--- src/hw/rtl/ies_pkg.sv ---
`default_nettype none
// ----------------------------------------------------------------------------
// ies_pkg: informed ellipse sampler shared definitions
// Widths, register codes and the types that pass between the sampler's parts.
// ----------------------------------------------------------------------------
package ies_pkg;

  // Field formats
  localparam int CoordBits  = 24;               // Q16.8 coordinates and costs
  localparam int RandBits   = 16;               // Q1.15 random numbers
  localparam int UnitFrac   = 16;               // fraction bits of the direction
  localparam int CfgIdxBits = 3;

  // Derived widths
  localparam int DeltaBits  = CoordBits + 1;    // start-goal difference, scaled axes
  localparam int DsqBits    = 2 * DeltaBits;    // squared distance
  localparam int DistBits   = DeltaBits;        // floored distance
  localparam int UnitBits   = UnitFrac + 2;     // signed direction, holds +-1.0
  localparam int CostSqBits = 2 * CoordBits;
  localparam int RootBits   = CoordBits;        // minor axis
  localparam int ProdBits   = DeltaBits + UnitBits;
  localparam int SumBits    = ProdBits + 2 - UnitFrac;
  localparam int FifoDepth  = 4;

  localparam logic [UnitBits-1:0]  UnitOne     = UnitBits'(1) << UnitFrac;
  localparam logic [CoordBits-1:0] MarginReset = CoordBits'(25600);

  // Register map
  typedef enum logic [CfgIdxBits-1:0] {
    RegStartX = 3'd0,
    RegStartY = 3'd1,
    RegGoalX  = 3'd2,
    RegGoalY  = 3'd3,
    RegInfEn  = 3'd4,
    RegMargin = 3'd5
  } cfg_reg_e;

  // Geometry derived from the registers, with the recompute status
  typedef struct packed {
    logic                        busy;
    logic [DsqBits-1:0]          dsq;
    logic [DistBits-1:0]         dlen;
    logic signed [UnitBits-1:0]  ux;
    logic signed [UnitBits-1:0]  uy;
    logic signed [CoordBits-1:0] mid_x;
    logic signed [CoordBits-1:0] mid_y;
    logic                        inf_en;
    logic [CoordBits-1:0]        margin;
  } ies_geom_t;

  // One classified transaction between front and back
  typedef struct packed {
    logic [CostSqBits-1:0]        cost_sq;
    logic signed [DeltaBits-1:0]  pa;
    logic signed [RandBits-1:0]   rand_v;
    logic                         move_now;
  } ies_item_t;

endpackage
`default_nettype wire

--- src/hw/rtl/ies_fifo.sv ---
`default_nettype none
// ----------------------------------------------------------------------------
// ies_fifo: front-to-back queue
// Short first-in first-out queue of classified transactions.
// ----------------------------------------------------------------------------
module ies_fifo (
  input  wire logic           clk_i,
  input  wire logic           rst_ni,
  input  wire logic           push_i,
  input  ies_pkg::ies_item_t  item_i,
  output logic                not_full_o,
  input  wire logic           pop_i,
  output logic                valid_o,
  output ies_pkg::ies_item_t  item_o
);
  import ies_pkg::*;

  localparam int PtrBits = $clog2(FifoDepth);

  ies_item_t            store_q [FifoDepth];
  logic [PtrBits-1:0]   wr_q, rd_q;
  logic [PtrBits:0]     cnt_q;

  assign not_full_o = (cnt_q != (PtrBits+1)'(FifoDepth));
  assign valid_o    = (cnt_q != '0);
  assign item_o     = store_q[rd_q];

  // Advance pointers and occupancy
  always_ff @(posedge clk_i or negedge rst_ni) begin
    if (!rst_ni) begin
      wr_q  <= '0;
      rd_q  <= '0;
      cnt_q <= '0;
    end else begin
      if (push_i) wr_q <= wr_q + 1'b1;
      if (pop_i)  rd_q <= rd_q + 1'b1;
      if (push_i && !pop_i) begin
        cnt_q <= cnt_q + 1'b1;
      end else if (pop_i && !push_i) begin
        cnt_q <= cnt_q - 1'b1;
      end
    end
  end

  always_ff @(posedge clk_i) begin
    if (push_i) begin
      store_q[wr_q] <= item_i;
    end
  end

endmodule
`default_nettype wire

--- config.mk ---
export PLATFORM = sky130hd
export DESIGN_NAME = ies_fifo
export DESIGN_NICKNAME = d
export VERILOG_FILES = /design/src/hw/rtl/ies_pkg.sv /design/src/hw/rtl/ies_fifo.sv
export SDC_FILE = /design/constraint.sdc
export NUM_CORES = 1
export LEC_CHECK = 0
export ABC_CLOCK_PERIOD_IN_PS = 4000
export BUFFER_PORTS_ARGS = -buffer_cell sky130_fd_sc_hd__buf_2
export CAP_MARGIN = 20
export CORE_MARGIN = 2
export CORE_UTILIZATION = 25
export DETAILED_ROUTE_END_ITERATION = 6
export PLACE_DENSITY = 0.41
export SETUP_SLACK_MARGIN = 0.02
export SYNTH_ARGS = -nofsm -noshare
export SYNTH_HDL_FRONTEND = slang
export SYNTH_SLANG_ARGS = --single-unit
export TNS_END_PERCENT = 30
--- constraint.sdc ---
create_clock -name clk_i -period 4 [get_ports clk_i]
set_input_delay 0.6 -clock clk_i [delete_from_list [all_inputs] [get_ports clk_i]]
set_output_delay 0.6 -clock clk_i [all_outputs]
set_load 0.01 [all_outputs]
==> flow_metrics.tcl <==
set metrics [dict create \
    yosysWarnings 0 \
    crit_chain "buf_12 > mux4_2 > buf_2" \
    clkSinkCount 367 \
    p_sw_share_pct 28.32 \
    synth_edf_count 360 \
    drt_iter0_drc 350 \
    fin_nets 828 \
    synthToLayoutAreaGrowth_pct 24.16 \
    switchingPower_mw 3.526 \
    clk_pin_slew_ps 50 \
    status "completed" \
    multi_input_comb_area_sq_mm 0.002238 \
    crit_type "reg2out" \
    fmax_ghz 0.3376 \
    worst_pin_slew_ps 680.1 \
    core_area_sq_mm 0.05276 \
    dieArea_sq_mm 0.05542 \
    start_util_pct 25.37 \
    slowest_delay_ps 700 \
    htreeDepth 2 \
    clockRootBuffer "clkbuf_16" \
    vias 5922 \
    critical_path_arrival_ps 2360 \
    grt_max_degree 51 \
    p_clk_share_pct 30.6 \
    register_area_sq_mm 0.01099 \
    clk_latency_ps 540 \
    cts_tree "done" \
    pwr-share-comb_pct 26.5 \
    final_max_slew_viol_count 0 \
    ys.flop_type "edfxtp_1" \
    cts_buffers 42 \
    ys_seq_area_share_pct 82.06 \
    io_pins 186 \
    p_int_mw 8.926 \
    crit_path_start_kind "flip-flop" \
    grt_first_pass_wirelength_microns 42170 \
    drc 0 \
    yosys.area_share.simple_pct 0.3738 \
    hpwl_microns 16520 \
    final_area_sq_mm 0.01662 \
    synth_compound_area_share_pct 0.03738 \
    num-fill-cells 5085 \
    cp_max_fo 36 \
    yosys.area_share.adder_pct 0.6168 \
    fin_total_pwr_mw 12.45 \
    endpoint_kind "output port" \
    drt_wl_total_microns 28450 \
    synth.distinct_cells 17 \
    hold_violations 0 \
    io_buffers 185 \
    finClkSkew_ps 8.272 \
    syn_nets 605 \
    final.min_clock_period_ps 2962 \
    grt_pass1_vias 6464 \
    grt_setup_unrepaired "no" \
    clockBufferDepth 3 \
    p_seq_share_pct 42.9 \
    crit_family "flip-flops" \
    dr.pass1.iters 4 \
    syn_area_per_cell_sq_um 26.51 \
    die_height_microns 235.4 \
    netlist_area_sq_mm 0.01339 \
    grt_usage_pct 10.28 \
    power.density_mw_per_mm2 749.1 \
    final_util_pct 31.50 \
    viasPerCell 4.081 \
    period_share_pct 74.06 \
    synthXorXnorAreaFrac_pct 0.3925 \
    placed_cell_area_sq_mm 0.01522 \
    max-slew-margin-rel_pct 54.66 \
    wire_per_inst_microns 19.61 \
    synth_top_family_by_area "multiplexers" \
    synth_seq_cells 367 \
    antenna_found_initial 3 \
    drive_gt1_share_pct 46.71 \
    drv_cap 0 \
    crit_slowest_cell "dfrtp_4" \
    async_reset_ff_share_pct 1.907 \
    hold_path_class "in2reg" \
    synth_cells 505 \
    die_w_microns 235.4 \
    gp_congestion 0.6660 \
    path_buf_inv 2 \
    ant_nets 0 \
    required_ps 3400 \
    p_leak_nw 5.589 \
    setup_violations 0 \
    num_rows 84 \
    synth_mux_area_share_pct 15.22 \
    post_cts_buffers 0 \
    vdd_drop_max_mv 0.3726 \
    grt.overflow.total 0 \
    tns_ps 0 \
]
[power groups by stage]
| stage | registers [mW] | clock network [mW] | logic [mW] |
|---|---|---|---|
| floorplan | 5.27 | 0 | 2.23 |
| global placement | 5.43 | 0 | 3.46 |
| detailed placement | 5.44 | 0 | 3.45 |
| CTS | 5.36 | 3.97 | 3.47 |
| global route | 5.42 | 4.09 | 3.61 |
| finish | 5.34 | 3.81 | 3.30 |
[layout make-up]
cell class / instances / share of cell area, %
Tap cell: 688 / 5.179
Clock buffer: 51 / 6.910
Timing Repair Buffer: 199 / 6.744
Multi-Input combinational cell: 114 / 13.47
Inverter: 4 / 0.09033
Clock inverter: 25 / 1.430
Sequential cell: 367 / 66.13
Antenna cell: 3 / 0.04516
[registers in the layout, summed over array words and instances, names as in the netlist]
name,cells
rd_q,2
wr_q,2
store_q,360
cnt_q,3
[cells in the mapped netlist, types with 2 or more instances]
cell | number | share of area (%)
buf_6 | 9 | 0.76
buf_2 | 10 | 0.37
inv_1 | 4 | 0.11
edfxtp_1 | 360 | 81
and2_1 | 4 | 0.19
dfrtp_1 | 7 | 1.3
ha_1 | 5 | 0.47
xor2_1 | 4 | 0.26
xnor2_1 | 2 | 0.13
mux4_2 | 90 | 15
nand2_1 | 3 | 0.084
nor2_1 | 2 | 0.056
[path summary, 6_finish.rpt]
kind	from	endpoint	slack (ps)	depth (start not counted)
worst max-delay path	rd_q[0]$_DFFE_PN0P_	item_o[15]	1040	3
worst min-delay path	pop_i	rd_q[0]$_DFFE_PN0P_	260	2
worst max register to register	wr_q[0]$_DFFE_PN0P_	store_q[0][21]$_DFFE_PP_	1950	4
worst min register to register	cnt_q[2]$_DFFE_PN0P_	cnt_q[2]$_DFFE_PN0P_	490	1
max in group asynchronous	rst_ni	rd_q[1]$_DFFE_PN0P_	3400	2
min in group asynchronous	rst_ni	cnt_q[2]$_DFFE_PN0P_	420	2
[metal layers]
layer	vias to the layer above	wire length [microns]	part of all wire (%)	global-route usage, %
li1	2632	-	-	-
met1	3092	11710	41	12.44
met2	143	14230	50	17.38
met3	51	1779	6.3	3.037
met4	4	702	2.5	3.783
met5	-	30	0.11	0
[logic make-up after synthesis]
family | after synthesis
DFF | 367
AOI/OAI and AO/OA | 1
adders and majority gates | 6
muxes | 91
and+or+nand+nor | 10
xor gates and xnor gates | 6
buffers and inverters | 24
[cell usage in the layout (no fill, tap or decap), types with 3 or more instances in the layout]
master and instances:
clkbuf_1 6, buf_2 185, dfrtp_1 5, bufinv_16 5
edfxtp_1 360, buf_12 7, buf_4 6, nand2_1 3
clkinv_2 10, diode_2 3, clkbuf_16 45, and2_4 4
clkinv_1 10, xor2_1 4, ha_1 5, mux4_2 90
inv_1 4
[through the flow]
step | cells | hold slack (ps) | setup WS, ps
finish | 1451 | 257.1 | 1038
global route | 1448 | 236.2 | 856.1
global placement | 1371 | 455.0 | 1529
CTS | 1448 | 209.9 | 912.2
floorplan | 505 | 304.4 | 839.0
detailed placement | 1371 | 446.5 | 1533
[what timing repair did]
action | in CTS | in global routing
resized for setup | 0 | 0
hold buffers | 1 | 0
setup endpoints to repair | 0 | 0
hold endpoints to repair | 7 | 0
Note: power is estimated with default switching activity, not from simulation.
