===== src/hw/rtl/ies_pkg.sv =====
`default_nettype none
// ----------------------------------------------------------------------------
// ies_pkg: informed ellipse sampler shared definitions
// Widths, register codes and the types that pass between the sampler's parts.
// ----------------------------------------------------------------------------
package ies_pkg;

  // Field formats
  localparam int CoordBits  = 24;               // Q16.8 coordinates and costs
  localparam int RandBits   = 16;               // Q1.15 random numbers
  localparam int UnitFrac   = 16;               // fraction bits of the direction
  localparam int CfgIdxBits = 3;

  // Derived widths
  localparam int DeltaBits  = CoordBits + 1;    // start-goal difference, scaled axes
  localparam int DsqBits    = 2 * DeltaBits;    // squared distance
  localparam int DistBits   = DeltaBits;        // floored distance
  localparam int UnitBits   = UnitFrac + 2;     // signed direction, holds +-1.0
  localparam int CostSqBits = 2 * CoordBits;
  localparam int RootBits   = CoordBits;        // minor axis
  localparam int ProdBits   = DeltaBits + UnitBits;
  localparam int SumBits    = ProdBits + 2 - UnitFrac;
  localparam int FifoDepth  = 4;

  localparam logic [UnitBits-1:0]  UnitOne     = UnitBits'(1) << UnitFrac;
  localparam logic [CoordBits-1:0] MarginReset = CoordBits'(25600);

  // Register map
  typedef enum logic [CfgIdxBits-1:0] {
    RegStartX = 3'd0,
    RegStartY = 3'd1,
    RegGoalX  = 3'd2,
    RegGoalY  = 3'd3,
    RegInfEn  = 3'd4,
    RegMargin = 3'd5
  } cfg_reg_e;

  // Geometry derived from the registers, with the recompute status
  typedef struct packed {
    logic                        busy;
    logic [DsqBits-1:0]          dsq;
    logic [DistBits-1:0]         dlen;
    logic signed [UnitBits-1:0]  ux;
    logic signed [UnitBits-1:0]  uy;
    logic signed [CoordBits-1:0] mid_x;
    logic signed [CoordBits-1:0] mid_y;
    logic                        inf_en;
    logic [CoordBits-1:0]        margin;
  } ies_geom_t;

  // One classified transaction between front and back
  typedef struct packed {
    logic [CostSqBits-1:0]        cost_sq;
    logic signed [DeltaBits-1:0]  pa;
    logic signed [RandBits-1:0]   rand_v;
    logic                         move_now;
  } ies_item_t;

endpackage
`default_nettype wire


===== src/hw/rtl/ies_if.sv =====
`default_nettype none
// ----------------------------------------------------------------------------
// ies_if: sampler channels
// Valid/ready channels for the sample request and the sample result.
// ----------------------------------------------------------------------------
interface ies_in_if;
  import ies_pkg::*;

  logic                       valid;
  logic                       ready;
  logic [CoordBits-1:0]       best_cost;
  logic signed [RandBits-1:0] rand_u;
  logic signed [RandBits-1:0] rand_v;

  modport source (output valid, best_cost, rand_u, rand_v, input ready);
  modport sink   (input valid, best_cost, rand_u, rand_v, output ready);
endinterface

`default_nettype wire


===== src/hw/rtl/ies_front.sv =====
`default_nettype none
// ----------------------------------------------------------------------------
// ies_front: request intake
// Accepts a request, squares the cost, scales the major-axis random number
// and decides move_now, then hands the transaction to the queue.
// ----------------------------------------------------------------------------
module ies_front (
  input  wire logic           clk_i,
  input  wire logic           rst_ni,
  ies_in_if.sink              in_if,
  input  ies_pkg::ies_geom_t  geom_i,
  output logic                push_o,
  input  wire logic           push_ready_i,
  output ies_pkg::ies_item_t  item_o
);
  import ies_pkg::*;

  logic      valid_q;
  ies_item_t item_q;
  ies_item_t item_d;
  logic      take;

  // Classification of the incoming request
  logic signed [RandBits+CoordBits:0] u_prod;
  logic signed [DistBits:0]           diff;
  logic [DistBits:0]                  diff_mag;

  assign u_prod   = $signed(in_if.rand_u) * $signed({1'b0, in_if.best_cost});
  assign diff     = $signed({2'b00, in_if.best_cost}) - $signed({1'b0, geom_i.dlen});
  assign diff_mag = diff[DistBits] ? unsigned'(-diff) : unsigned'(diff);

  always_comb begin
    item_d.cost_sq  = {{CoordBits{1'b0}}, in_if.best_cost}
                    * {{CoordBits{1'b0}}, in_if.best_cost};
    item_d.pa       = u_prod[RandBits +: DeltaBits];
    item_d.rand_v   = in_if.rand_v;
    item_d.move_now = geom_i.inf_en && (diff_mag < {2'b00, geom_i.margin});
  end

  // Hold off while the geometry is recomputed or the stage cannot drain
  assign in_if.ready = !geom_i.busy && (!valid_q || push_ready_i);
  assign take        = in_if.valid && in_if.ready;

  always_ff @(posedge clk_i or negedge rst_ni) begin
    if (!rst_ni) begin
      valid_q <= 1'b0;
    end else if (take) begin
      valid_q <= 1'b1;
    end else if (push_ready_i) begin
      valid_q <= 1'b0;
    end
  end

  always_ff @(posedge clk_i) begin
    if (take) begin
      item_q <= item_d;
    end
  end

  assign push_o = valid_q && push_ready_i;
  assign item_o = item_q;

endmodule
`default_nettype wire


===== src/flat_wrapper.sv =====
// flat-port wrapper written by rule: the top's interface ports become plain ports
module ies_front_flat import ies_pkg::*;
  (clk_i, rst_ni, geom_i, push_o, push_ready_i, item_o, in_if_valid, in_if_best_cost, in_if_rand_u, in_if_rand_v, in_if_ready);
  ies_in_if in_if_i ();
  input  wire logic clk_i;
  input  wire logic rst_ni;
  input  ies_pkg::ies_geom_t geom_i;
  output logic push_o;
  input  wire logic push_ready_i;
  output ies_pkg::ies_item_t item_o;
  input wire logic [$bits(in_if_i.valid)-1:0] in_if_valid;
  input wire logic [$bits(in_if_i.best_cost)-1:0] in_if_best_cost;
  input wire logic [$bits(in_if_i.rand_u)-1:0] in_if_rand_u;
  input wire logic [$bits(in_if_i.rand_v)-1:0] in_if_rand_v;
  output wire logic [$bits(in_if_i.ready)-1:0] in_if_ready;
  assign in_if_i.valid = in_if_valid;
  assign in_if_i.best_cost = in_if_best_cost;
  assign in_if_i.rand_u = in_if_rand_u;
  assign in_if_i.rand_v = in_if_rand_v;
  assign in_if_ready = in_if_i.ready;
  ies_front u_core (.clk_i(clk_i), .rst_ni(rst_ni), .in_if(in_if_i), .geom_i(geom_i), .push_o(push_o), .push_ready_i(push_ready_i), .item_o(item_o));
endmodule

===== config.mk =====
export PLATFORM = sky130hd
export DESIGN_NAME = ies_front_flat
export DESIGN_NICKNAME = d
export VERILOG_FILES = /design/src/hw/rtl/ies_pkg.sv /design/src/hw/rtl/ies_if.sv /design/src/hw/rtl/ies_front.sv /design/src/flat_wrapper.sv
export SDC_FILE = /design/constraint.sdc
export NUM_CORES = 2
export LEC_CHECK = 0
export ABC_CLOCK_PERIOD_IN_PS = 5900
export BUFFER_PORTS_ARGS = -buffer_cell sky130_fd_sc_hd__buf_2
export CORE_UTILIZATION = 53
export DETAILED_ROUTE_END_ITERATION = 8
export GPL_TIMING_DRIVEN = 0
export PLACE_DENSITY = 0.71
export SKIP_LAST_GASP = 1
export SYNTH_ARGS = -nofsm -noshare
export SYNTH_HDL_FRONTEND = slang
export SYNTH_SLANG_ARGS = --single-unit

===== constraint.sdc =====
create_clock -name clk_i -period 5.9 [get_ports clk_i]
set_input_delay 0.295 -clock clk_i [delete_from_list [all_inputs] [get_ports clk_i]]
set_output_delay 0.295 -clock clk_i [all_outputs]
set_load 0.02 [all_outputs]

==> flow_summary.ini <==
[timing]
rsz0062_at_grt = true
tightest_slew_ns = 0.780
maxSlewHeadroom = 0.467
worst_slack_ns = -0.792
max_freq_ghz = 0.149
setup_viol = 51
period_needed_ns = 6.69
fin_setup_tns_ns = -19.18
whs_ns = 0.0600
finalHoldViolations = 0
fin_crit_sh = 1.13
clock_skew_ns = 0.0228
maxSlewViolCount = 0

[grt]
grt_pass1_vias = 28100
grt.total_usage = 0.316
grt_antenna_before_repair = 5
grt_max_degree = 47
grt-ovfl-total = 0
grt_pass1_wl_um = 153000

[die]
start_util = 0.541
die_x_um = 254
ios = 337
dieArea_um2 = 64500
num_rows = 91
dieHeight_um = 254
core_um2 = 62200

[clock_tree]
cts.clk_slew.worst_paths_ns = 0.08
numCtsBuffers = 9
cts_tree = yes
clockRootBuffer = clkbuf_16
ctsLongestPathBuffers = 2
clock_latency_ns = 0.42
h-tree-depth = 3
clkSinkCount = 90

[synth]
ys_ff_latch = 90
synth-async-reset-ratio = 0.0111
synth_cells = 3659
synth_top_flop_cell = edfxtp_1
ys_types = 94
avgSynthCellArea_um2 = 9.19
synth_area_um2 = 33600
synth_edf_count = 89
syn_nets = 4989
ys_seq_area_frac = 0.0802
yosysWarnings = 0

[final_layout]
syn2layout_area_growth_pct = 20.9
fillers = 4934
final_core_util = 0.654
nets = 5385
final_cell_area_um2 = 40600
drive_gt1_frac = 0.201

[route]
vias = 26600
vias_per_cell = 5.42
route.detailed.wl_per_inst_um = 20.0
drt-pass1-iter-count = 6
drt_iter0_markers = 1944
routed_wl_um = 97800
drc = 0
final_antenna_net_count = 0

[job]
cap_violations = 0

[worst_setup_path]
cpPeakStageDelay_ns = 0.55
path_class = in -> reg
crit_slowest_cell = fa_1
cp.required_ns = 6.05
cp_max_fo = 4
critical_path_arrival_ns = 6.84
crit_path_frequent_cell = fa_1
startpoint_type = input port
setup.worst_path.end_class = flop

[placed_design]
io_buffers = 201
gp_congestion = 0.958
dpl.hpwl_um = 75400
placed_area_um2 = 36400

[run_status]
status = complete, but fails checks
failed_checks = negative setup slack

[worst_hold_path]
hp-class = in -> reg
critical path, delay by kind of cell:
kind                       cells  cell delay, ns
buffers and inverters         11            0.87
xor gates and xnor gates       1            0.15
AOI/OAI and AO/OA              6            0.99
adders and majority gates      8            3.89
and+or+nand+nor                3            0.63
per-layer routing:
layer,vias up,track usage,wire length (um)
met2,1282,0.509,46100
li1,11700,-,-
met4,2,0.159,5570
met1,13200,0.402,37000
met5,-,0,12
met3,364,0.0707,9190
state kept, by name, summed over array words and instances (netlist names):
signal,count
u_core.item_o,89
u_core.valid_q,1
kinds of logic (layout without fill, tap and decap cells):
group,Yosys count,count (layout),synth area share
AO/OA/AOI/OAI,306,306,0.0616
AND/OR/NAND/NOR,908,908,0.132
other,1,5,0.000112
buffers and inverters,1154,1555,0.129
adder cells (fa/ha/maj),1085,1085,0.566
multiplexers,5,5,0.00175
XOR/XNOR,110,110,0.0289
flip-flops,90,90,0.0802
synth_stat cells (10+ instances only):
master    number  share of area
nor2_1        86         0.0096
and2_1       254          0.047
clkbuf_1     135          0.015
edfxtp_1      89          0.079
a21o_1        59          0.013
xnor2_1       71          0.018
nor2b_1       17         0.0032
nand2_1      430          0.048
a21oi_1       89          0.013
fa_1         728           0.43
nand2b_1      18         0.0033
xor2_1        38         0.0099
inv_1       1014           0.11
o21ai_0       45         0.0067
o21a_1        17         0.0038
a211oi_1      10         0.0022
ha_1         357           0.13
nor3_1        19         0.0028
nand3_1       25         0.0037
nand4_1       12         0.0022
stage by stage:
stage / instances / setup WS, ns
floorplan: 3659 / -0.643
global placement: 4697 / -2.07
detailed placement: 4698 / -2.09
CTS: 4876 / -0.672
global route: 4898 / -0.952
finish: 4901 / -0.792
path summary, 6_finish.rpt:
path / from / end / slack [ns] / depth (start not counted)
min in group asynchronous: rst_ni / u_core.valid_q / 0.21 / 2
max in group asynchronous: rst_ni / u_core.valid_q / 5.61 / 2
hold reg to reg: u_core.valid_q / u_core.valid_q / 0.50 / 1
setup / recovery: in_if_best_cost[7] / u_core.item_o[89] / -0.79 / 29
hold / removal: in_if_rand_v[6] / u_core.item_o[7] / 0.06 / 1
setup reg to reg: u_core.valid_q / u_core.item_o[75] / 4.01 / 3
placed cells by master (no fill, tap or decap), types with 30 or more instances in the layout:
master,n
xor2_1,36
inv_2,33
inv_1,973
xnor2_1,69
fa_2,30
buf_2,180
clkbuf_16,68
buf_4,158
and2_1,240
nand2_1,385
a21oi_1,62
edfxtp_1,89
nor2_1,76
ha_1,330
buf_6,32
nand2_2,33
fa_1,698
clkbuf_2,30
a21o_1,58
timing repair:
| item | in CTS | in global routing |
|---|---|---|
| cloned | 2 | 0 |
| endpoints found under the hold margin | 1 | 0 |
| endpoints found under the setup margin | 54 | 53 |
| resized for setup | 462 | 88 |
| hold buffers | 1 | 0 |
| pin swaps | 148 | 69 |
| buffers inserted | 163 | 24 |
final cells by class:
type / instances / area (um2) / share of cell area
diodes: 4 / 10.0 / 0.000246
plain buffers: 133 / 2000 / 0.0491
clock buffers: 9 / 225 / 0.00554
clock inverters: 7 / 105 / 0.00259
inverters: 1015 / 3840 / 0.0945
multi-input cells: 2415 / 27900 / 0.685
flip-flops and latches: 90 / 2700 / 0.0664
well taps: 837 / 1050 / 0.0258
repair buffers: 391 / 2870 / 0.0705
Power is not shown: default switching activity piles up to over one toggle a cycle in this logic, so the estimate is an artifact.
