--- src/hw/rtl/ies_pkg.sv ---
`default_nettype none
// ----------------------------------------------------------------------------
// ies_pkg: informed ellipse sampler shared definitions
// Widths, register codes and the types that pass between the sampler's parts.
// ----------------------------------------------------------------------------
package ies_pkg;

  // Field formats
  localparam int CoordBits  = 24;               // Q16.8 coordinates and costs
  localparam int RandBits   = 16;               // Q1.15 random numbers
  localparam int UnitFrac   = 16;               // fraction bits of the direction
  localparam int CfgIdxBits = 3;

  // Derived widths
  localparam int DeltaBits  = CoordBits + 1;    // start-goal difference, scaled axes
  localparam int DsqBits    = 2 * DeltaBits;    // squared distance
  localparam int DistBits   = DeltaBits;        // floored distance
  localparam int UnitBits   = UnitFrac + 2;     // signed direction, holds +-1.0
  localparam int CostSqBits = 2 * CoordBits;
  localparam int RootBits   = CoordBits;        // minor axis
  localparam int ProdBits   = DeltaBits + UnitBits;
  localparam int SumBits    = ProdBits + 2 - UnitFrac;
  localparam int FifoDepth  = 4;

  localparam logic [UnitBits-1:0]  UnitOne     = UnitBits'(1) << UnitFrac;
  localparam logic [CoordBits-1:0] MarginReset = CoordBits'(25600);

  // Register map
  typedef enum logic [CfgIdxBits-1:0] {
    RegStartX = 3'd0,
    RegStartY = 3'd1,
    RegGoalX  = 3'd2,
    RegGoalY  = 3'd3,
    RegInfEn  = 3'd4,
    RegMargin = 3'd5
  } cfg_reg_e;

  // Geometry derived from the registers, with the recompute status
  typedef struct packed {
    logic                        busy;
    logic [DsqBits-1:0]          dsq;
    logic [DistBits-1:0]         dlen;
    logic signed [UnitBits-1:0]  ux;
    logic signed [UnitBits-1:0]  uy;
    logic signed [CoordBits-1:0] mid_x;
    logic signed [CoordBits-1:0] mid_y;
    logic                        inf_en;
    logic [CoordBits-1:0]        margin;
  } ies_geom_t;

  // One classified transaction between front and back
  typedef struct packed {
    logic [CostSqBits-1:0]        cost_sq;
    logic signed [DeltaBits-1:0]  pa;
    logic signed [RandBits-1:0]   rand_v;
    logic                         move_now;
  } ies_item_t;

endpackage
`default_nettype wire

--- src/hw/rtl/ies_geom.sv ---
`default_nettype none
// ----------------------------------------------------------------------------
// ies_geom: configuration registers and ellipse geometry
// Holds the registers and, after each write, recomputes distance, unit
// direction and midpoint with a shared one-bit-per-cycle root/divide unit.
// ----------------------------------------------------------------------------
module ies_geom (
  input  wire logic                            clk_i,
  input  wire logic                            rst_ni,
  input  wire logic                            cfg_we_i,
  input  wire logic [ies_pkg::CfgIdxBits-1:0]  cfg_idx_i,
  input  wire logic [ies_pkg::CoordBits-1:0]   cfg_data_i,
  output ies_pkg::ies_geom_t                   geom_o
);
  import ies_pkg::*;

  localparam int CntBits = $clog2(DistBits + 1);

  typedef enum logic [2:0] {
    StIdle, StDelta, StSquare, StSum, StRoot, StDivX, StDivY
  } state_e;

  state_e state_q;

  logic signed [CoordBits-1:0] sx_q, sy_q, gx_q, gy_q;
  logic                        en_q;
  logic [CoordBits-1:0]        margin_q;

  logic signed [DeltaBits-1:0] dx_q, dy_q;
  logic [DeltaBits-1:0]        ax_q, ay_q;
  logic [DsqBits-1:0]          sqx_q, sqy_q, dsq_q;
  logic [DistBits-1:0]         dist_q;
  logic signed [UnitBits-1:0]  ux_q, uy_q;
  logic signed [CoordBits-1:0] mid_x_q, mid_y_q;

  logic [DsqBits-1:0]    rt_rad_q;
  logic [DistBits+1:0]   rt_rem_q;
  logic [DistBits-1:0]   rt_root_q;
  logic [CntBits-1:0]    cnt_q;
  logic [DistBits-1:0]   dv_rem_q;
  logic [UnitBits-1:0]   dv_low_q;
  logic [UnitBits-1:0]   dv_quo_q;

  // Root step: bring down one bit pair, try to set the next root bit
  logic [DistBits+3:0] rt_rn, rt_trial;
  logic                rt_ge;
  logic [DistBits+1:0] rt_rem_nx;
  logic [DistBits-1:0] rt_root_nx;

  assign rt_rn      = {rt_rem_q, rt_rad_q[DsqBits-1 -: 2]};
  assign rt_trial   = {2'b00, rt_root_q, 2'b01};
  assign rt_ge      = (rt_rn >= rt_trial);
  assign rt_rem_nx  = rt_ge ? (DistBits+2)'(rt_rn - rt_trial) : rt_rn[DistBits+1:0];
  assign rt_root_nx = {rt_root_q[DistBits-2:0], rt_ge};

  // Divide step: one quotient bit of |delta| * 2^16 / dist
  logic [DistBits:0]   dv_rn;
  logic                dv_ge;
  logic [DistBits-1:0] dv_rem_nx;
  logic [UnitBits-1:0] dv_quo_nx, dv_clamp;

  assign dv_rn     = {dv_rem_q, dv_low_q[UnitBits-1]};
  assign dv_ge     = (dv_rn >= {1'b0, dist_q});
  assign dv_rem_nx = dv_ge ? DistBits'(dv_rn - {1'b0, dist_q}) : DistBits'(dv_rn);
  assign dv_quo_nx = {dv_quo_q[UnitBits-2:0], dv_ge};
  assign dv_clamp  = (dv_quo_nx > UnitOne) ? UnitOne : dv_quo_nx;

  // Dividend split for the divide set-up of either axis
  logic [DeltaBits+UnitFrac-1:0] dvd_x, dvd_y;
  assign dvd_x = {ax_q, {UnitFrac{1'b0}}};
  assign dvd_y = {ay_q, {UnitFrac{1'b0}}};

  logic last_root, last_div;
  assign last_root = (cnt_q == CntBits'(DistBits - 1));
  assign last_div  = (cnt_q == CntBits'(UnitBits - 1));

  // Registers, sequencer and derived results
  always_ff @(posedge clk_i or negedge rst_ni) begin
    if (!rst_ni) begin
      state_q   <= StIdle;
      sx_q      <= '0;
      sy_q      <= '0;
      gx_q      <= '0;
      gy_q      <= '0;
      en_q      <= 1'b0;
      margin_q  <= MarginReset;
      dsq_q     <= '0;
      dist_q    <= '0;
      ux_q      <= signed'(UnitOne);
      uy_q      <= '0;
      mid_x_q   <= '0;
      mid_y_q   <= '0;
      cnt_q     <= '0;
    end else if (cfg_we_i) begin
      unique case (cfg_reg_e'(cfg_idx_i))
        RegStartX: sx_q     <= cfg_data_i;
        RegStartY: sy_q     <= cfg_data_i;
        RegGoalX:  gx_q     <= cfg_data_i;
        RegGoalY:  gy_q     <= cfg_data_i;
        RegInfEn:  en_q     <= cfg_data_i[0];
        RegMargin: margin_q <= cfg_data_i;
        default: ;
      endcase
      state_q <= StDelta;
    end else begin
      unique case (state_q)
        StIdle: ;
        StDelta: begin
          dx_q    <= {gx_q[CoordBits-1], gx_q} - {sx_q[CoordBits-1], sx_q};
          dy_q    <= {gy_q[CoordBits-1], gy_q} - {sy_q[CoordBits-1], sy_q};
          mid_x_q <= CoordBits'(({gx_q[CoordBits-1], gx_q} + {sx_q[CoordBits-1], sx_q})
                     >>> 1);
          mid_y_q <= CoordBits'(({gy_q[CoordBits-1], gy_q} + {sy_q[CoordBits-1], sy_q})
                     >>> 1);
          state_q <= StSquare;
        end
        StSquare: begin
          sqx_q   <= unsigned'(DsqBits'(dx_q) * DsqBits'(dx_q));
          sqy_q   <= unsigned'(DsqBits'(dy_q) * DsqBits'(dy_q));
          ax_q    <= dx_q[DeltaBits-1] ? unsigned'(-dx_q) : unsigned'(dx_q);
          ay_q    <= dy_q[DeltaBits-1] ? unsigned'(-dy_q) : unsigned'(dy_q);
          state_q <= StSum;
        end
        StSum: begin
          dsq_q     <= sqx_q + sqy_q;
          rt_rad_q  <= sqx_q + sqy_q;
          rt_rem_q  <= '0;
          rt_root_q <= '0;
          cnt_q     <= '0;
          if ((sqx_q + sqy_q) == '0) begin
            // coincident points: take the direction as (1,0)
            dist_q  <= '0;
            ux_q    <= signed'(UnitOne);
            uy_q    <= '0;
            state_q <= StIdle;
          end else begin
            state_q <= StRoot;
          end
        end
        StRoot: begin
          rt_rad_q  <= rt_rad_q << 2;
          rt_rem_q  <= rt_rem_nx;
          rt_root_q <= rt_root_nx;
          cnt_q     <= cnt_q + 1'b1;
          if (last_root) begin
            dist_q   <= rt_root_nx;
            dv_rem_q <= DistBits'(dvd_x >> UnitBits);
            dv_low_q <= dvd_x[UnitBits-1:0];
            dv_quo_q <= '0;
            cnt_q    <= '0;
            state_q  <= StDivX;
          end
        end
        StDivX: begin
          dv_rem_q <= dv_rem_nx;
          dv_low_q <= dv_low_q << 1;
          dv_quo_q <= dv_quo_nx;
          cnt_q    <= cnt_q + 1'b1;
          if (last_div) begin
            ux_q     <= dx_q[DeltaBits-1] ? -signed'(dv_clamp) : signed'(dv_clamp);
            dv_rem_q <= DistBits'(dvd_y >> UnitBits);
            dv_low_q <= dvd_y[UnitBits-1:0];
            dv_quo_q <= '0;
            cnt_q    <= '0;
            state_q  <= StDivY;
          end
        end
        StDivY: begin
          dv_rem_q <= dv_rem_nx;
          dv_low_q <= dv_low_q << 1;
          dv_quo_q <= dv_quo_nx;
          cnt_q    <= cnt_q + 1'b1;
          if (last_div) begin
            uy_q    <= dy_q[DeltaBits-1] ? -signed'(dv_clamp) : signed'(dv_clamp);
            cnt_q   <= '0;
            state_q <= StIdle;
          end
        end
        default: state_q <= StIdle;
      endcase
    end
  end

  assign geom_o.busy   = (state_q != StIdle);
  assign geom_o.dsq    = dsq_q;
  assign geom_o.dlen   = dist_q;
  assign geom_o.ux     = ux_q;
  assign geom_o.uy     = uy_q;
  assign geom_o.mid_x  = mid_x_q;
  assign geom_o.mid_y  = mid_y_q;
  assign geom_o.inf_en = en_q;
  assign geom_o.margin = margin_q;

endmodule
`default_nettype wire

--- config.mk ---
export PLATFORM = sky130hd
export DESIGN_NAME = ies_geom
export DESIGN_NICKNAME = d
export VERILOG_FILES = /design/src/hw/rtl/ies_pkg.sv /design/src/hw/rtl/ies_geom.sv
export SDC_FILE = /design/constraint.sdc
export NUM_CORES = 2
export LEC_CHECK = 0
export BUFFER_PORTS_ARGS = -buffer_cell sky130_fd_sc_hd__buf_4
export CORE_ASPECT_RATIO = 0.8
export CORE_MARGIN = 5
export CORE_UTILIZATION = 33
export DETAILED_ROUTE_END_ITERATION = 6
export HOLD_SLACK_MARGIN = 0.15
export MAX_ROUTING_LAYER = met4
export PLACE_DENSITY = 0.45
export SYNTH_ARGS = -nofsm -noshare
export SYNTH_HDL_FRONTEND = slang
export SYNTH_SLANG_ARGS = --single-unit
--- constraint.sdc ---
create_clock -name clk_i -period 8.05 [get_ports clk_i]
set_input_delay 1.61 -clock clk_i [delete_from_list [all_inputs] [get_ports clk_i]]
set_output_delay 1.61 -clock clk_i [all_outputs]
set_load 0.02 [all_outputs]
==> results.md <==
- Max Cap Violations: 0
- Top post-synthesis cells by area: fa_1 (32%), edfxtp_1 (14%), dfrtp_1 (9.4%), ha_1 (8.4%), inv_1 (8.0%)
- Initial drt markers: 3,686
- CP Launch Type: flop
- Clock skew: 0.04430 ns
- IO Port Bufs: 214
- Crit-path leading delay family: adder cells
- # setup viols final: 0
- Slew Viols, Final: 0
- Synth warnings: 0
- Die H: 437.9 microns
- Post-synth EDFFs: 342
- FF-to-FF End: sqx_q[49]
- Synth cell types: 81
- Clock transition at path regs: 0.06 ns
- Seq cells post-synth: 630
- Drt wl/cell: around 22 microns
- CP bufs+invs: 10
- First-pass GRT wire length: 372.1 mm
- DRC viols: 0
- Overall routing resource usage: 21.32%
- Post-placement cell count: 10,960
- Final WL: 245.4 mm
- Slew at the pin with the worst max-slew slack: 1.322 ns
- Worst skew pair latency: 0.72 ns
- Rows: 157
- RSZ-0062 raised after global routing: no
- Vias: 54,110
- Area share of the largest cell type after synthesis: 32.40%
- Sink Count: 630
- Cells after Synth: a little under 8,000
- Clock Tree Buf Depth: 3
- Drt pass-1 iters: 5
- Non-filler cells in the finished layout: between 10,000 and 15,000
- Chip width: 544.8 microns
- Commonest cells post-synth: inv_1 (1,614), fa_1 (1,222), nand2_1 (820), ha_1 (508), o21ai_0 (368)
- Crit end category: flop
- Status: finished, final reports clean
- Fmax: 129.0 MHz
- Most numerous cell in the Yosys netlist: inv_1
- WS Path Type: flop to flop
- Minimum clock period after layout: 7.753 ns
- Final GP Congestion: 0.9127
- Sequential area share after synthesis: 23.15%
- Reg2Reg Launch Point: dx_q[12]
- Die ar.: 238,600 sq um
- Syn Nets: between 9,000 and 10,000
- Layout cell share with drive strength beyond 1: 10.11%
- Fin util: 37.41%
- Number of antenna-violating nets in the routed design: 0
- Core Area: 228,300 sq um
- Worst EP required: 8.52 ns
- Arr. time, crit path: 8.22 ns
- Pin count of the biggest net entering global routing: 147
- Synthesized area: 75,510 sq um
- Stages on the worst setup path: 30
- Synth Flop Type: edfxtp_1
- DPL Wire Length: a little over 200 mm
- Slew HR: 11.86%
- Mean number of vias per cell: 4.864
- CP max stage cell: fa_1
- Number of global-route vias before repair: 56,620
- Root Driver: clkbuf_16
- Hold Path Class: flop to flop
- FF-to-FF path depth: 30
- Synth area leader: fa_1
- Async S/R FF share, synth: 45.71%
- H-tree level count: 3
- Crit path largest cell delay: 0.58 ns
- Initial antenna violation count: 10
- Critical path origin: dx_q[12]
- Hold-fix buffers, CTS: 0
- CP endpoint: sqx_q[49]
- Cts bufs inserted: 80
- Mapped Avg Cell Area: 9.773 sq um
- Starting Density: roughly 33%
- Final period utilization: 96.31%
- Final Hold Fails: 0
- Top-level port count: 215
- CTS tree: built
- Layout Area Growth over Synthesis: 13.09%
- Crit Path Max Fanout: 7
- Nets: 9,788
- Total congestion overflow: 0
- Fillers: approximately 23,000
- R2R Setup Slk: 0.30 ns
metrics by stage:
step	cell area, sq um	setup WS (ns)	setup TNS (ns)	hold WS (ns)
final	85400	0.2972	0	0.4798
after global routing	85380	0.0001732	0	0.5047
after CTS	85270	0.02429	0	0.4881
after detailed placement	82430	-0.06697	-0.09042	0.4744
after global placement	82430	-0.04548	-0.06998	0.4691
after floorplan	75520	0.01415	0	0.4749
routing by layer:
layer	part of all wire (%)	vias up	routed length [microns]	track usage, %
li1	-	25060	-	-
met1	49	27620	121400	31.90
met2	43	1273	105000	30.76
met3	6.4	157	15600	3.902
met4	1.4	0	3444	2.897
met5	0	-	0	-
cells in the final DEF, fill, tap and decap left out, types with 37 or more instances in the layout:
cell | synthesis | routed
or3_1 | 37 | 37
a22oi_1 | 47 | 47
and2_1 | 218 | 217
nor2b_1 | 51 | 51
buf_4 | 2 | 503
edfxtp_1 | 342 | 342
nor2_1 | 344 | 342
inv_1 | 1614 | 1613
ha_1 | 508 | 508
o21a_1 | 39 | 39
mux2_2 | 84 | 84
a21o_1 | 110 | 110
fa_1 | 1222 | 1222
nand3_1 | 88 | 87
xor2_1 | 88 | 88
xnor2_1 | 269 | 268
o21ai_0 | 368 | 363
nor3_1 | 69 | 67
a21oi_1 | 254 | 252
o21bai_1 | 47 | 46
dfrtp_1 | 284 | 284
nand2_1 | 820 | 818
nand2b_1 | 37 | 37
clkbuf_16 | 0 | 83
nand4_1 | 43 | 43
mux2i_1 | 37 | 37
sequential cells by signal, summed over array words and instances, names as in the netlist, 24 cells and up:
signal,count
dy_q,25
rt_rem_q,27
mid_y_q,24
margin_q,24
sx_q,24
rt_rad_q,50
sqy_q,48
dsq_q,50
gy_q,24
sqx_q,48
rt_root_q,25
dv_rem_q,25
dist_q,25
dx_q,25
gx_q,24
mid_x_q,24
sy_q,24
ay_q,25
ax_q,25
repair_timing:
action / 4_1_cts / 5_1_grt
hold endpoints to repair: 0 / 0
pin swaps: 0 / 2
endpoints found under the setup margin: 3 / 14
buffers inserted: 1 / 4
gates resized for setup: 2 / 20
worst reg2reg max path: cells and delay by family (launching register included):
family          cells  cell delay [ns]
fa+ha+maj           8             3.60
xor+xnor            2             0.30
simple gates        4             0.48
buf+inv            10             1.45
flops               1             0.36
compound gates      6             1.34
worst min path at each step:
stage | to | slack, ns | cells after the start | startpoint
floorplan | dist_q[10] | 0.47 | 2 | rt_root_q[9]
global placement | dsq_q[4] | 0.47 | 2 | dsq_q[4]
detailed placement | dsq_q[23] | 0.47 | 2 | dsq_q[23]
CTS | dsq_q[23] | 0.49 | 2 | dsq_q[23]
global route | dsq_q[23] | 0.50 | 2 | dsq_q[23]
finish | dsq_q[23] | 0.48 | 2 | dsq_q[23]
kinds of logic (layout without fill, tap and decap cells):
logic type,count (synthesis),count (layout),share of synthesized area (%)
AND/OR/NAND/NOR,1811,1811,10.99
flip-flops,630,630,23.15
other,0,9,0
multiplexers,121,121,1.743
AO/OA/AOI/OAI,1144,1144,9.501
XOR/XNOR,357,357,4.141
adder cells (fa/ha/maj),1730,1730,40.81
buffers and inverters,1934,2302,9.661
area by class of cell:
type	instances	area [sq um]	share of cell area (%)
clock inverters	43	558.0	0.6534
clock buffers	106	2273	2.662
well taps	3021	3780	4.426
repair buffers	530	4277	5.008
diodes	9	22.52	0.02637
inverters	1623	6101	7.144
flip-flops and latches	630	17480	20.47
multi-input cells	5163	50910	59.61
Power is left out: the tool's default activity adds up to more than one toggle a clock period on the data nets, which glitch-free logic cannot reach.
